===== config.mk =====
export PLATFORM = sky130hd
export DESIGN_NAME = pid_controller_step
export DESIGN_NICKNAME = d
export VERILOG_FILES = /design/src/hw/rtl/pidc_pkg.sv /design/src/hw/rtl/pid_controller_step.sv /design/src/hw/rtl/pidc_divider.sv
export SDC_FILE = /design/constraint.sdc
export NUM_CORES = 2
export LEC_CHECK = 0
export ABC_CLOCK_PERIOD_IN_PS = 14500
export BUFFER_PORTS_ARGS = -buffer_cell sky130_fd_sc_hd__buf_4
export CAP_MARGIN = 20
export CORE_UTILIZATION = 62
export CTS_BUF_LIST = sky130_fd_sc_hd__clkbuf_8
export DETAILED_ROUTE_END_ITERATION = 10
export GPL_TIMING_DRIVEN = 0
export PLACE_DENSITY_LB_ADDON = 0.12
export SLEW_MARGIN = 20
export SYNTH_ARGS = -nofsm -noshare
export SYNTH_HDL_FRONTEND = slang
export SYNTH_HIERARCHICAL = 1
export SYNTH_SLANG_ARGS = --single-unit

===== constraint.sdc =====
create_clock -name clock -period 14.5 [get_ports clock]
set_clock_uncertainty 0.1 [all_clocks]
set_input_delay 2.9 -clock clock [delete_from_list [all_inputs] [get_ports clock]]
set_output_delay 2.9 -clock clock [all_outputs]
set_load 0.02 [all_outputs]

===== src/hw/rtl/pidc_pkg.sv =====
package pidc_pkg;

   // Field and register widths
   localparam int DATA_W   = 32;
   localparam int LIMIT_W  = 31;
   localparam int CSR_IDX_W = 3;
   localparam int STEP_W   = 4;

   // Divider: dividend is |error delta| shifted up by 16, one quotient bit a cycle
   localparam int DIV_DIVIDEND_W = 48;
   localparam int DIV_STEPS      = DIV_DIVIDEND_W;
   localparam int DIV_CNT_W      = 6;

   // Register indexes of the configuration port
   localparam logic [CSR_IDX_W-1:0] CSR_KP       = 3'd0;
   localparam logic [CSR_IDX_W-1:0] CSR_KI       = 3'd1;
   localparam logic [CSR_IDX_W-1:0] CSR_KD       = 3'd2;
   localparam logic [CSR_IDX_W-1:0] CSR_SETPOINT = 3'd3;
   localparam logic [CSR_IDX_W-1:0] CSR_LIMIT    = 3'd4;
   localparam logic [CSR_IDX_W-1:0] CSR_BAND     = 3'd5;

   // Register reset values
   localparam logic [LIMIT_W-1:0] LIMIT_RESET = 31'h7fffffff;
   localparam logic [LIMIT_W-1:0] BAND_RESET  = 31'd3277;

   // Saturation bounds for 32-bit signed results
   localparam logic [DATA_W-1:0] SAT_MAX = 32'h7fffffff;
   localparam logic [DATA_W-1:0] SAT_MIN = 32'h80000000;

   // Program steps
   localparam logic [STEP_W-1:0] STEP_WAIT     = 4'd0;
   localparam logic [STEP_W-1:0] STEP_ERR      = 4'd1;
   localparam logic [STEP_W-1:0] STEP_DIFF     = 4'd2;
   localparam logic [STEP_W-1:0] STEP_INTEG    = 4'd3;
   localparam logic [STEP_W-1:0] STEP_ACC_P    = 4'd4;
   localparam logic [STEP_W-1:0] STEP_ACC_I    = 4'd5;
   localparam logic [STEP_W-1:0] STEP_DIV_WAIT = 4'd6;
   localparam logic [STEP_W-1:0] STEP_DER      = 4'd7;
   localparam logic [STEP_W-1:0] STEP_MUL_D    = 4'd8;
   localparam logic [STEP_W-1:0] STEP_ACC_D    = 4'd9;
   localparam logic [STEP_W-1:0] STEP_EMIT     = 4'd10;

   // Branch condition: hold at the current step while true, else go to next_step
   typedef enum logic [1:0] {
      COND_NEXT,
      COND_WAIT_REQ,
      COND_WAIT_DIV,
      COND_WAIT_OUT
   } cond_type;

   // Operand pair for the shared multiplier
   typedef enum logic [2:0] {
      MUL_NONE,
      MUL_ERR_DT,
      MUL_KP_ERR,
      MUL_KI_INT,
      MUL_KD_DER
   } mul_sel_type;

   typedef enum logic [1:0] {
      ACC_HOLD,
      ACC_LOAD,
      ACC_ADD
   } acc_op_type;

   // One control word
   typedef struct packed {
      cond_type          cond;
      logic [STEP_W-1:0] next_step;
      logic              err_en;
      logic              div_start;
      logic              prev_en;
      logic              integ_en;
      logic              der_en;
      logic              emit;
      mul_sel_type       mul_sel;
      acc_op_type        acc_op;
   } ucode_type;

   // Divider control and status
   typedef struct packed {
      logic                      start;
      logic [DIV_DIVIDEND_W-1:0] dividend;
      logic [DATA_W-1:0]         divisor;
   } div_req_type;

   typedef struct packed {
      logic                      busy;
      logic [DIV_DIVIDEND_W-1:0] quotient;
   } div_stat_type;

   // Program store
   function automatic ucode_type ucode_rom(input logic [STEP_W-1:0] step);
      ucode_type w;
      w = '0;
      w.cond    = COND_NEXT;
      w.mul_sel = MUL_NONE;
      w.acc_op  = ACC_HOLD;
      case (step)
         STEP_WAIT: begin
            w.cond      = COND_WAIT_REQ;
            w.next_step = STEP_ERR;
         end
         STEP_ERR: begin
            w.err_en    = 1'b1;
            w.next_step = STEP_DIFF;
         end
         STEP_DIFF: begin
            w.div_start = 1'b1;
            w.prev_en   = 1'b1;
            w.mul_sel   = MUL_ERR_DT;
            w.next_step = STEP_INTEG;
         end
         STEP_INTEG: begin
            w.integ_en  = 1'b1;
            w.mul_sel   = MUL_KP_ERR;
            w.next_step = STEP_ACC_P;
         end
         STEP_ACC_P: begin
            w.acc_op    = ACC_LOAD;
            w.mul_sel   = MUL_KI_INT;
            w.next_step = STEP_ACC_I;
         end
         STEP_ACC_I: begin
            w.acc_op    = ACC_ADD;
            w.next_step = STEP_DIV_WAIT;
         end
         STEP_DIV_WAIT: begin
            w.cond      = COND_WAIT_DIV;
            w.next_step = STEP_DER;
         end
         STEP_DER: begin
            w.der_en    = 1'b1;
            w.next_step = STEP_MUL_D;
         end
         STEP_MUL_D: begin
            w.mul_sel   = MUL_KD_DER;
            w.next_step = STEP_ACC_D;
         end
         STEP_ACC_D: begin
            w.acc_op    = ACC_ADD;
            w.next_step = STEP_EMIT;
         end
         STEP_EMIT: begin
            w.cond      = COND_WAIT_OUT;
            w.emit      = 1'b1;
            w.next_step = STEP_WAIT;
         end
         default: begin
            w.next_step = STEP_WAIT;
         end
      endcase
      return w;
   endfunction

endpackage


===== src/hw/rtl/pid_controller_step.sv =====
// PID controller step with integral clamp, all values signed Q16.16.
// Input channel req_*: one word per sample, tdata = measured value (bits 31:0)
// and elapsed time since the previous sample (bits 63:32, zero counts as one LSB).
// Result channel rsp_*: one word per sample, tdata = saturated drive value.
// Configuration: csr_wr_en writes csr_wdata to register csr_index
// (0 kp, 1 ki, 2 kd, 3 setpoint, 4 integral limit, 5 zero band) at the clock
// edge; write only while no sample is in flight.
// A small microcode program steps a shared 33x33 multiplier, an accumulator
// and a one-bit-per-cycle divider for the derivative term.
// Per sample the program latches the error, starts the divider, updates the
// integral, sums the P and I terms, waits for the 48 divider iterations, adds
// the D term and emits, then takes a new sample. The result sits in an output
// register, so the next sample is accepted while a result still waits; the
// program holds at its last step only if the previous result is not yet taken.
// Reset (synchronous, active high) clears the stored error and integral,
// restores the register defaults and empties the output register.
module pid_controller_step
   import pidc_pkg::*;
(
   input  logic                  clock,
   input  logic                  reset,
   // configuration port
   input  logic                  csr_wr_en,
   input  logic [CSR_IDX_W-1:0]  csr_index,
   input  logic [DATA_W-1:0]     csr_wdata,
   // sample input
   input  logic                  req_tvalid,
   output logic                  req_tready,
   input  logic [2*DATA_W-1:0]   req_tdata,   // measured [31:0], elapsed_time [63:32]
   // result output
   output logic                  rsp_tvalid,
   input  logic                  rsp_tready,
   output logic [DATA_W-1:0]     rsp_tdata    // drive [31:0]
);

   // Configuration registers
   logic [DATA_W-1:0]  kp_ff, ki_ff, kd_ff, setpoint_ff;
   logic [LIMIT_W-1:0] limit_ff, band_ff;

   // Sequencer
   logic [STEP_W-1:0] step_ff, step_in;
   ucode_type         ucode;

   // Datapath registers
   logic [DATA_W-1:0] meas_ff, dt_ff;
   logic [DATA_W-1:0] err_ff, err_in;
   logic [DATA_W-1:0] prev_ff;
   logic [DATA_W-1:0] integral_ff, integral_in;
   logic [DATA_W-1:0] der_ff, der_in;
   logic              div_neg_ff;
   logic [63:0]       prod_ff;
   logic signed [49:0] acc_ff, acc_in;
   logic              rsp_tvalid_ff;
   logic [DATA_W-1:0] rsp_tdata_ff, drive_sat;

   // Combinational helpers
   logic               req_fire, out_blocked, emit_fire;
   logic [DATA_W:0]    err_diff, delta;
   logic [DATA_W-1:0]  delta_mag, meas_mag;
   logic signed [32:0] mul_a, mul_b;
   logic signed [65:0] product;
   logic signed [48:0] integ_sum, lim_pos, lim_neg;
   logic signed [49:0] term;
   logic               zero_clear;
   logic [DIV_DIVIDEND_W-1:0] quo;
   div_req_type        div_req;
   div_stat_type       div_stat;

   assign ucode       = ucode_rom(step_ff);
   assign req_tready  = (ucode.cond == COND_WAIT_REQ);
   assign req_fire    = req_tvalid & req_tready;
   assign out_blocked = rsp_tvalid_ff & ~rsp_tready;
   assign emit_fire   = ucode.emit & ~out_blocked;

   // Configuration writes
   always_ff @(posedge clock) begin
      if (reset) begin
         kp_ff       <= '0;
         ki_ff       <= '0;
         kd_ff       <= '0;
         setpoint_ff <= '0;
         limit_ff    <= LIMIT_RESET;
         band_ff     <= BAND_RESET;
      end else if (csr_wr_en) begin
         case (csr_index)
            CSR_KP:       kp_ff       <= csr_wdata;
            CSR_KI:       ki_ff       <= csr_wdata;
            CSR_KD:       kd_ff       <= csr_wdata;
            CSR_SETPOINT: setpoint_ff <= csr_wdata;
            CSR_LIMIT:    limit_ff    <= csr_wdata[LIMIT_W-1:0];
            CSR_BAND:     band_ff     <= csr_wdata[LIMIT_W-1:0];
            default: ;
         endcase
      end
   end

   // Next step: hold on a true wait condition, else follow the control word
   always_comb begin
      case (ucode.cond)
         COND_WAIT_REQ: step_in = req_tvalid    ? ucode.next_step : step_ff;
         COND_WAIT_DIV: step_in = div_stat.busy ? step_ff : ucode.next_step;
         COND_WAIT_OUT: step_in = out_blocked   ? step_ff : ucode.next_step;
         default:       step_in = ucode.next_step;
      endcase
   end

   always_ff @(posedge clock) begin
      if (reset) begin
         step_ff <= STEP_WAIT;
      end else begin
         step_ff <= step_in;
      end
   end

   // Error, saturated to 32 bits
   always_comb begin
      err_diff = {setpoint_ff[DATA_W-1], setpoint_ff} - {meas_ff[DATA_W-1], meas_ff};
      if (err_diff[DATA_W] != err_diff[DATA_W-1]) begin
         err_in = err_diff[DATA_W] ? SAT_MIN : SAT_MAX;
      end else begin
         err_in = err_diff[DATA_W-1:0];
      end
   end

   // Error delta for the derivative, split into sign and magnitude
   always_comb begin
      delta     = {err_ff[DATA_W-1], err_ff} - {prev_ff[DATA_W-1], prev_ff};
      delta_mag = delta[DATA_W] ? DATA_W'(-delta) : delta[DATA_W-1:0];
   end

   assign div_req.start    = ucode.div_start;
   assign div_req.dividend = {delta_mag, 16'b0};
   assign div_req.divisor  = dt_ff;

   pidc_divider u_divider (
      .clock    (clock),
      .reset    (reset),
      .div_req  (div_req),
      .div_stat (div_stat)
   );

   // Shared multiplier, product registered
   always_comb begin
      case (ucode.mul_sel)
         MUL_ERR_DT: begin
            mul_a = $signed({err_ff[DATA_W-1], err_ff});
            mul_b = $signed({1'b0, dt_ff});
         end
         MUL_KP_ERR: begin
            mul_a = $signed({kp_ff[DATA_W-1], kp_ff});
            mul_b = $signed({err_ff[DATA_W-1], err_ff});
         end
         MUL_KI_INT: begin
            mul_a = $signed({ki_ff[DATA_W-1], ki_ff});
            mul_b = $signed({integral_ff[DATA_W-1], integral_ff});
         end
         MUL_KD_DER: begin
            mul_a = $signed({kd_ff[DATA_W-1], kd_ff});
            mul_b = $signed({der_ff[DATA_W-1], der_ff});
         end
         default: begin
            mul_a = '0;
            mul_b = '0;
         end
      endcase
      product = mul_a * mul_b;
   end

   // Integral update: add floor(err*dt / 2^16), clamp, clear near zero
   always_comb begin
      integ_sum  = $signed({{17{integral_ff[DATA_W-1]}}, integral_ff})
                 + $signed({prod_ff[63], prod_ff[63:16]});
      lim_pos    = $signed({18'b0, limit_ff});
      lim_neg    = -lim_pos;
      meas_mag   = meas_ff[DATA_W-1] ? DATA_W'(-meas_ff) : meas_ff;
      zero_clear = (setpoint_ff == '0) && (meas_mag < {1'b0, band_ff});
      if (integ_sum > lim_pos) begin
         integral_in = lim_pos[DATA_W-1:0];
      end else if (integ_sum < lim_neg) begin
         integral_in = lim_neg[DATA_W-1:0];
      end else begin
         integral_in = integ_sum[DATA_W-1:0];
      end
      if (zero_clear) begin
         integral_in = '0;
      end
   end

   // Derivative: sign the quotient and saturate
   always_comb begin
      quo = div_stat.quotient;
      if (!div_neg_ff) begin
         der_in = (|quo[DIV_DIVIDEND_W-1:DATA_W-1]) ? SAT_MAX : quo[DATA_W-1:0];
      end else if ((|quo[DIV_DIVIDEND_W-1:DATA_W]) ||
                   (quo[DATA_W-1] && (|quo[DATA_W-2:0]))) begin
         der_in = SAT_MIN;
      end else begin
         der_in = DATA_W'(-quo[DATA_W-1:0]);
      end
   end

   // Accumulate the floored product terms
   always_comb begin
      term = $signed({{2{prod_ff[63]}}, prod_ff[63:16]});
      case (ucode.acc_op)
         ACC_LOAD: acc_in = term;
         ACC_ADD:  acc_in = acc_ff + term;
         default:  acc_in = acc_ff;
      endcase
   end

   // Drive saturation
   always_comb begin
      if ((&acc_ff[49:31]) || !(|acc_ff[49:31])) begin
         drive_sat = acc_ff[DATA_W-1:0];
      end else begin
         drive_sat = acc_ff[49] ? SAT_MIN : SAT_MAX;
      end
   end

   // Stored controller state
   always_ff @(posedge clock) begin
      if (reset) begin
         prev_ff     <= '0;
         integral_ff <= '0;
      end else begin
         if (ucode.prev_en) begin
            prev_ff <= err_ff;
         end
         if (ucode.integ_en) begin
            integral_ff <= integral_in;
         end
      end
   end

   // Working registers of the datapath
   always_ff @(posedge clock) begin
      if (req_fire) begin
         meas_ff <= req_tdata[DATA_W-1:0];
         dt_ff   <= (req_tdata[2*DATA_W-1:DATA_W] == '0) ? DATA_W'(1)
                                                          : req_tdata[2*DATA_W-1:DATA_W];
      end
      if (ucode.err_en) begin
         err_ff <= err_in;
      end
      if (ucode.div_start) begin
         div_neg_ff <= delta[DATA_W];
      end
      if (ucode.der_en) begin
         der_ff <= der_in;
      end
      prod_ff <= product[63:0];
      acc_ff  <= acc_in;
   end

   // Output register
   always_ff @(posedge clock) begin
      if (reset) begin
         rsp_tvalid_ff <= 1'b0;
      end else if (emit_fire) begin
         rsp_tvalid_ff <= 1'b1;
      end else if (rsp_tready) begin
         rsp_tvalid_ff <= 1'b0;
      end
   end

   always_ff @(posedge clock) begin
      if (emit_fire) begin
         rsp_tdata_ff <= drive_sat;
      end
   end

   assign rsp_tvalid = rsp_tvalid_ff;
   assign rsp_tdata  = rsp_tdata_ff;

`ifndef NO_ASSERTIONS
   // Divider is idle whenever the program waits for a sample
   a_div_idle_at_wait: assert property (@(posedge clock) disable iff (reset)
      (step_ff == STEP_WAIT) |-> !div_stat.busy)
      else $error("divider busy while waiting for a sample");

   // Derivative is taken only from a finished quotient
   a_der_after_div: assert property (@(posedge clock) disable iff (reset)
      ucode.der_en |-> !div_stat.busy)
      else $error("derivative latched while divider busy");

   // Stored integral stays within the clamp after an update
   a_integral_clamped: assert property (@(posedge clock) disable iff (reset)
      ucode.integ_en |=> ($signed(integral_ff) <= $signed({1'b0, limit_ff}) &&
                          $signed(integral_ff) >= -$signed({1'b0, limit_ff})))
      else $error("integral outside clamp");

   // A result never overwrites one that is still waiting
   a_no_overwrite: assert property (@(posedge clock) disable iff (reset)
      (rsp_tvalid_ff && !rsp_tready) |=> $stable(rsp_tdata_ff) || $past(emit_fire) == 1'b0)
      else $error("pending result overwritten");
`endif

endmodule


===== src/hw/rtl/pidc_divider.sv =====
module pidc_divider
   import pidc_pkg::*;
(
   input  logic         clock,
   input  logic         reset,
   input  div_req_type  div_req,
   output div_stat_type div_stat
);

   logic                      busy_ff, busy_in;
   logic [DIV_CNT_W-1:0]      count_ff, count_in;
   logic [DATA_W-1:0]         rem_ff, rem_in;
   logic [DIV_DIVIDEND_W-1:0] quo_ff, quo_in;
   logic [DATA_W-1:0]         divisor_ff, divisor_in;
   logic [DATA_W:0]           shifted;
   logic                      fits;

   // Restoring division, one quotient bit a cycle
   always_comb begin
      shifted    = {rem_ff, quo_ff[DIV_DIVIDEND_W-1]};
      fits       = (shifted >= {1'b0, divisor_ff});
      busy_in    = busy_ff;
      count_in   = count_ff;
      rem_in     = rem_ff;
      quo_in     = quo_ff;
      divisor_in = divisor_ff;
      if (div_req.start) begin
         busy_in    = 1'b1;
         count_in   = DIV_CNT_W'(DIV_STEPS);
         rem_in     = '0;
         quo_in     = div_req.dividend;
         divisor_in = div_req.divisor;
      end else if (busy_ff) begin
         rem_in   = fits ? DATA_W'(shifted - {1'b0, divisor_ff}) : shifted[DATA_W-1:0];
         quo_in   = {quo_ff[DIV_DIVIDEND_W-2:0], fits};
         count_in = count_ff - DIV_CNT_W'(1);
         if (count_ff == DIV_CNT_W'(1)) begin
            busy_in = 1'b0;
         end
      end
   end

   always_ff @(posedge clock) begin
      if (reset) begin
         busy_ff  <= 1'b0;
         count_ff <= '0;
      end else begin
         busy_ff  <= busy_in;
         count_ff <= count_in;
      end
   end

   always_ff @(posedge clock) begin
      rem_ff     <= rem_in;
      quo_ff     <= quo_in;
      divisor_ff <= divisor_in;
   end

   assign div_stat.busy     = busy_ff;
   assign div_stat.quotient = quo_ff;

endmodule

==> reports/results.tsv <==
stage	metric	value	unit
setup_path	CP max-delay cell	nor3_1	
floorplanning	Initial Util	62.7	%
cts	Setup Fix Bufs, Post-CTS	0	
synthesis	Ys Warns	6	
floorplanning	Ports	138	
global_route	Tot GR Track Use	45.5	%
synthesis	Yosys top cell area share	29.0	%
power_and_ir_drop	VDD IR max	118	uV
global_route	initial antenna violation count	20	
synthesis	Seq cells post-synth	637	
synthesis	Avg Cell Area, Syn	8.83	um^2
routing	initial drt markers	7580	
setup_path	WP data arrival	15.27	ns
synthesis	Post-Syn Instances	8664	
sta	Max-slew headroom	15.1	%
floorplanning	Die Span Y	353	um
sta	unrepaired setup endpoints after global routing	no	
global_route	largest net degree at the start of global routing	35	
synthesis	area leader, netlist	fa_1	
sta	setup ws final	-0.0469	ns
place	DP Worst Slack	0.654	ns
routing	total wire length	282	mm
setup_path	Worst setup SP type	register	
global_route	first-pass GRT wire length	417	mm
cts	Post-CTS Resized	0	
power_and_ir_drop	P_leak	0.0378	uW
cts	Hold Buf Count CTS	0	
synthesis	sequential area share after synthesis	20.5	%
cts	H-tree levels	3	
cts	CTS Buf Count	107	
sta	final setup vio count	1	
routing	ANT nets after route	0	
cts	CTS tree	yes	
cts	Clock Root Buffer	clkbuf_8	
routing	DRC Markers	0	
sta	Final Hold Fails	0	
place	hpwl dp	231	mm
cts	Clock Latency Late Sink	0.92	ns
place	gp weighted congestion	1.09	
setup_path	CP max FO	10	
routing	Vias/cell	6.24	
setup_path	CP endpoint kind	register	
synthesis	number of synthesized flops with an enable pin	291	
synthesis	synthesized cell area	76500	um^2
layout	layout cell share with drive strength beyond 1	5.63	%
cts	Max clock buf depth	3	
setup_path	critical path's most frequent cell	fa_1	
flow_run	Max Cap Violations	0	
hold_path	Min-Delay Path Class	register to register	
floorplanning	row count	128	
synthesis	Primary FF master, synth	dfxtp_1	
status	status	finished, violations left	
power_and_ir_drop	Power Total	6440	uW
global_route	vias in the first global route	66200	
power_and_ir_drop	PwrDens	78.3	nW/um^2
cts	Worst-path clk slew	0.06	ns
sta	Slew @ Worst Pin	1.27	ns
status	violated checks	negative setup slack	
floorplanning	die footprint	125000	um^2
routing	via count	66600	
routing	WL per Instance	26.4	um
layout	Layout area overhead	7.62	%
floorplanning	Core Area	122000	um^2
synthesis	synth unique cells	105	
sta	Final Slew Violations	0	
synthesis	asr flop ratio synth	0	%
sta	period utilization	100	%
global_route	total congestion overflow	0	
sta	Max Clk Rate	0.0687	GHz
sta	minimum clock period	14.55	ns
synthesis	largest cells by area after synthesis	fa_1 (29%), edfxtp_1 (11%), dfxtp_1 (9.1%), ha_1 (8.4%), nand2_1 (6.9%)	
layout	Final nets	10700	
floorplanning	die width	353	um
cts	CTS sink count	637	
setup_path	kind of critical path	register to register	
setup_path	WP data required	15.23	ns
place	Buffers on Ports	137	
setup_path	slowest stage delay, CP	0.96	ns
routing	DR pass1 iterations	11	
## through the flow
stage / TNS (ns) / hold slack (ns) / instance area (um^2) / util [%] / std cells
2_1_floorplan: 0 / 0.325 / 76500 / - / 8679
3_3_place_gp: 0 / 0.339 / 79600 / 65.2 / 10400
3_5_place_dp: 0 / 0.347 / 79800 / 65.4 / 10500
4_1_cts: 0 / 0.347 / 82200 / 67.4 / 10700
5_1_grt: 0 / 0.366 / 82300 / 67.4 / 10700
6_report: -0.0469 / 0.356 / 82300 / 67.4 / 10700
## state kept, by name, indices dropped and copies added (netlist names)
| name | flops |
|---|---|
| ki_ff | 32 |
| u_divider/quo_ff | 48 |
| kp_ff | 32 |
| rsp_tdata | 32 |
| setpoint_ff | 32 |
| u_divider/divisor_ff | 32 |
| rsp_tvalid | 1 |
| acc_ff | 50 |
| band_ff | 31 |
| integral_ff | 32 |
| kd_ff | 32 |
| meas_ff | 32 |
| div_neg_ff | 1 |
| u_divider/busy_ff | 1 |
| prev_ff | 32 |
| limit_ff | 31 |
| step_ff | 4 |
| err_ff | 32 |
| der_ff | 32 |
| dt_ff | 32 |
| u_divider/rem_ff | 32 |
| prod_ff | 48 |
| u_divider/count_ff | 6 |
## final timing paths
kind,slack [ns],startpoint,cells after the start,endpoint
worst max-delay path,-0.05,step_ff[3],36,prod_ff[63]
worst min-delay path,0.36,band_ff[18],2,band_ff[18]
worst max register to register,-0.05,step_ff[3],36,prod_ff[63]
worst min register to register,0.36,band_ff[18],2,band_ff[18]
## per-layer routing
| layer | vias to the layer above | part of all wire, % | global-route usage [%] |
|---|---|---|---|
| met1 | 32600 | 37 | 57.3 |
| met5 | - | 0.15 | 1.28 |
| met2 | 4138 | 42 | 66.6 |
| met3 | 1074 | 13 | 15.7 |
| met4 | 20 | 8.1 | 29.8 |
| li1 | 28700 | - | - |
## layout by cell type, fill, tap and decap left out, types with 86 or more instances in the layout
cell type	instances
a21o_1	185
a21oi_1	474
buf_4	144
clkbuf_1	381
clkbuf_8	125
dfxtp_1	346
edfxtp_1	291
fa_1	1108
ha_1	516
inv_1	1380
mux2_2	92
nand2_1	1413
nand4_1	128
nor2_1	751
o21ai_0	188
xnor2_1	230
xor2_1	86
## kinds of logic (layout without fill, tap and decap cells)
kind of cell,count (synthesis),count (layout),synth area share (%)
other cells,1,33,0.00490
simple gates,2805,2805,16.0
compound gates,1375,1375,11.7
mux,123,123,1.77
buf+inv,1776,2127,8.80
fa+ha+maj,1631,1631,37.6
flops,637,637,20.5
xor+xnor,316,316,3.62
## power by group
| group | switching [uW] | total (uW) | internal [uW] |
|---|---|---|---|
| Sequential | 228 | 2270 | 2040 |
| Combinational | 1500 | 2350 | 857 |
| Clock | 856 | 1820 | 964 |
| Total | 2580 | 6440 | 3860 |
## cell type report
class / count / area, um^2
multi-input cells: 6266 / 54200
fillers: 10200 / 39700
flip-flops and latches: 637 / 15700
inverters: 1348 / 5060
well taps: 1625 / 2030
clock buffers: 125 / 1720
plain buffers: 428 / 1680
repair buffers: 152 / 1230
clock inverters: 74 / 671
diodes: 17 / 42.5
## critical path: cells and delay by family (launching register included)
family	cells	cell delay, ns
DFF	1	0.44
xor gates and xnor gates	1	0.14
AOI/OAI and AO/OA	9	2.99
buffers and inverters	11	4.04
and+or+nand+nor	6	2.36
adders and majority gates	9	4.36
## synthesized netlist by cell type (24+ instances only)
| cell type | instances |
|---|---|
| a211oi_1 | 29 |
| a21o_1 | 185 |
| a21oi_1 | 476 |
| a31oi_1 | 38 |
| and3_1 | 26 |
| and4_1 | 61 |
| clkbuf_1 | 385 |
| dfxtp_1 | 346 |
| edfxtp_1 | 291 |
| fa_1 | 1109 |
| ha_1 | 516 |
| inv_1 | 1344 |
| mux2_2 | 92 |
| mux2i_1 | 30 |
| nand2_1 | 1413 |
| nand2b_1 | 61 |
| nand3_1 | 82 |
| nand4_1 | 128 |
| nor2_1 | 752 |
| nor2b_1 | 45 |
| nor3_1 | 71 |
| nor4_1 | 45 |
| o211ai_1 | 81 |
| o21a_1 | 57 |
| o21ai_0 | 188 |
| o21ai_1 | 24 |
| o21bai_1 | 26 |
| o311ai_1 | 27 |
| o31ai_1 | 29 |
| xnor2_1 | 230 |
| xor2_1 | 86 |
(Power assumes the default switching activity.)
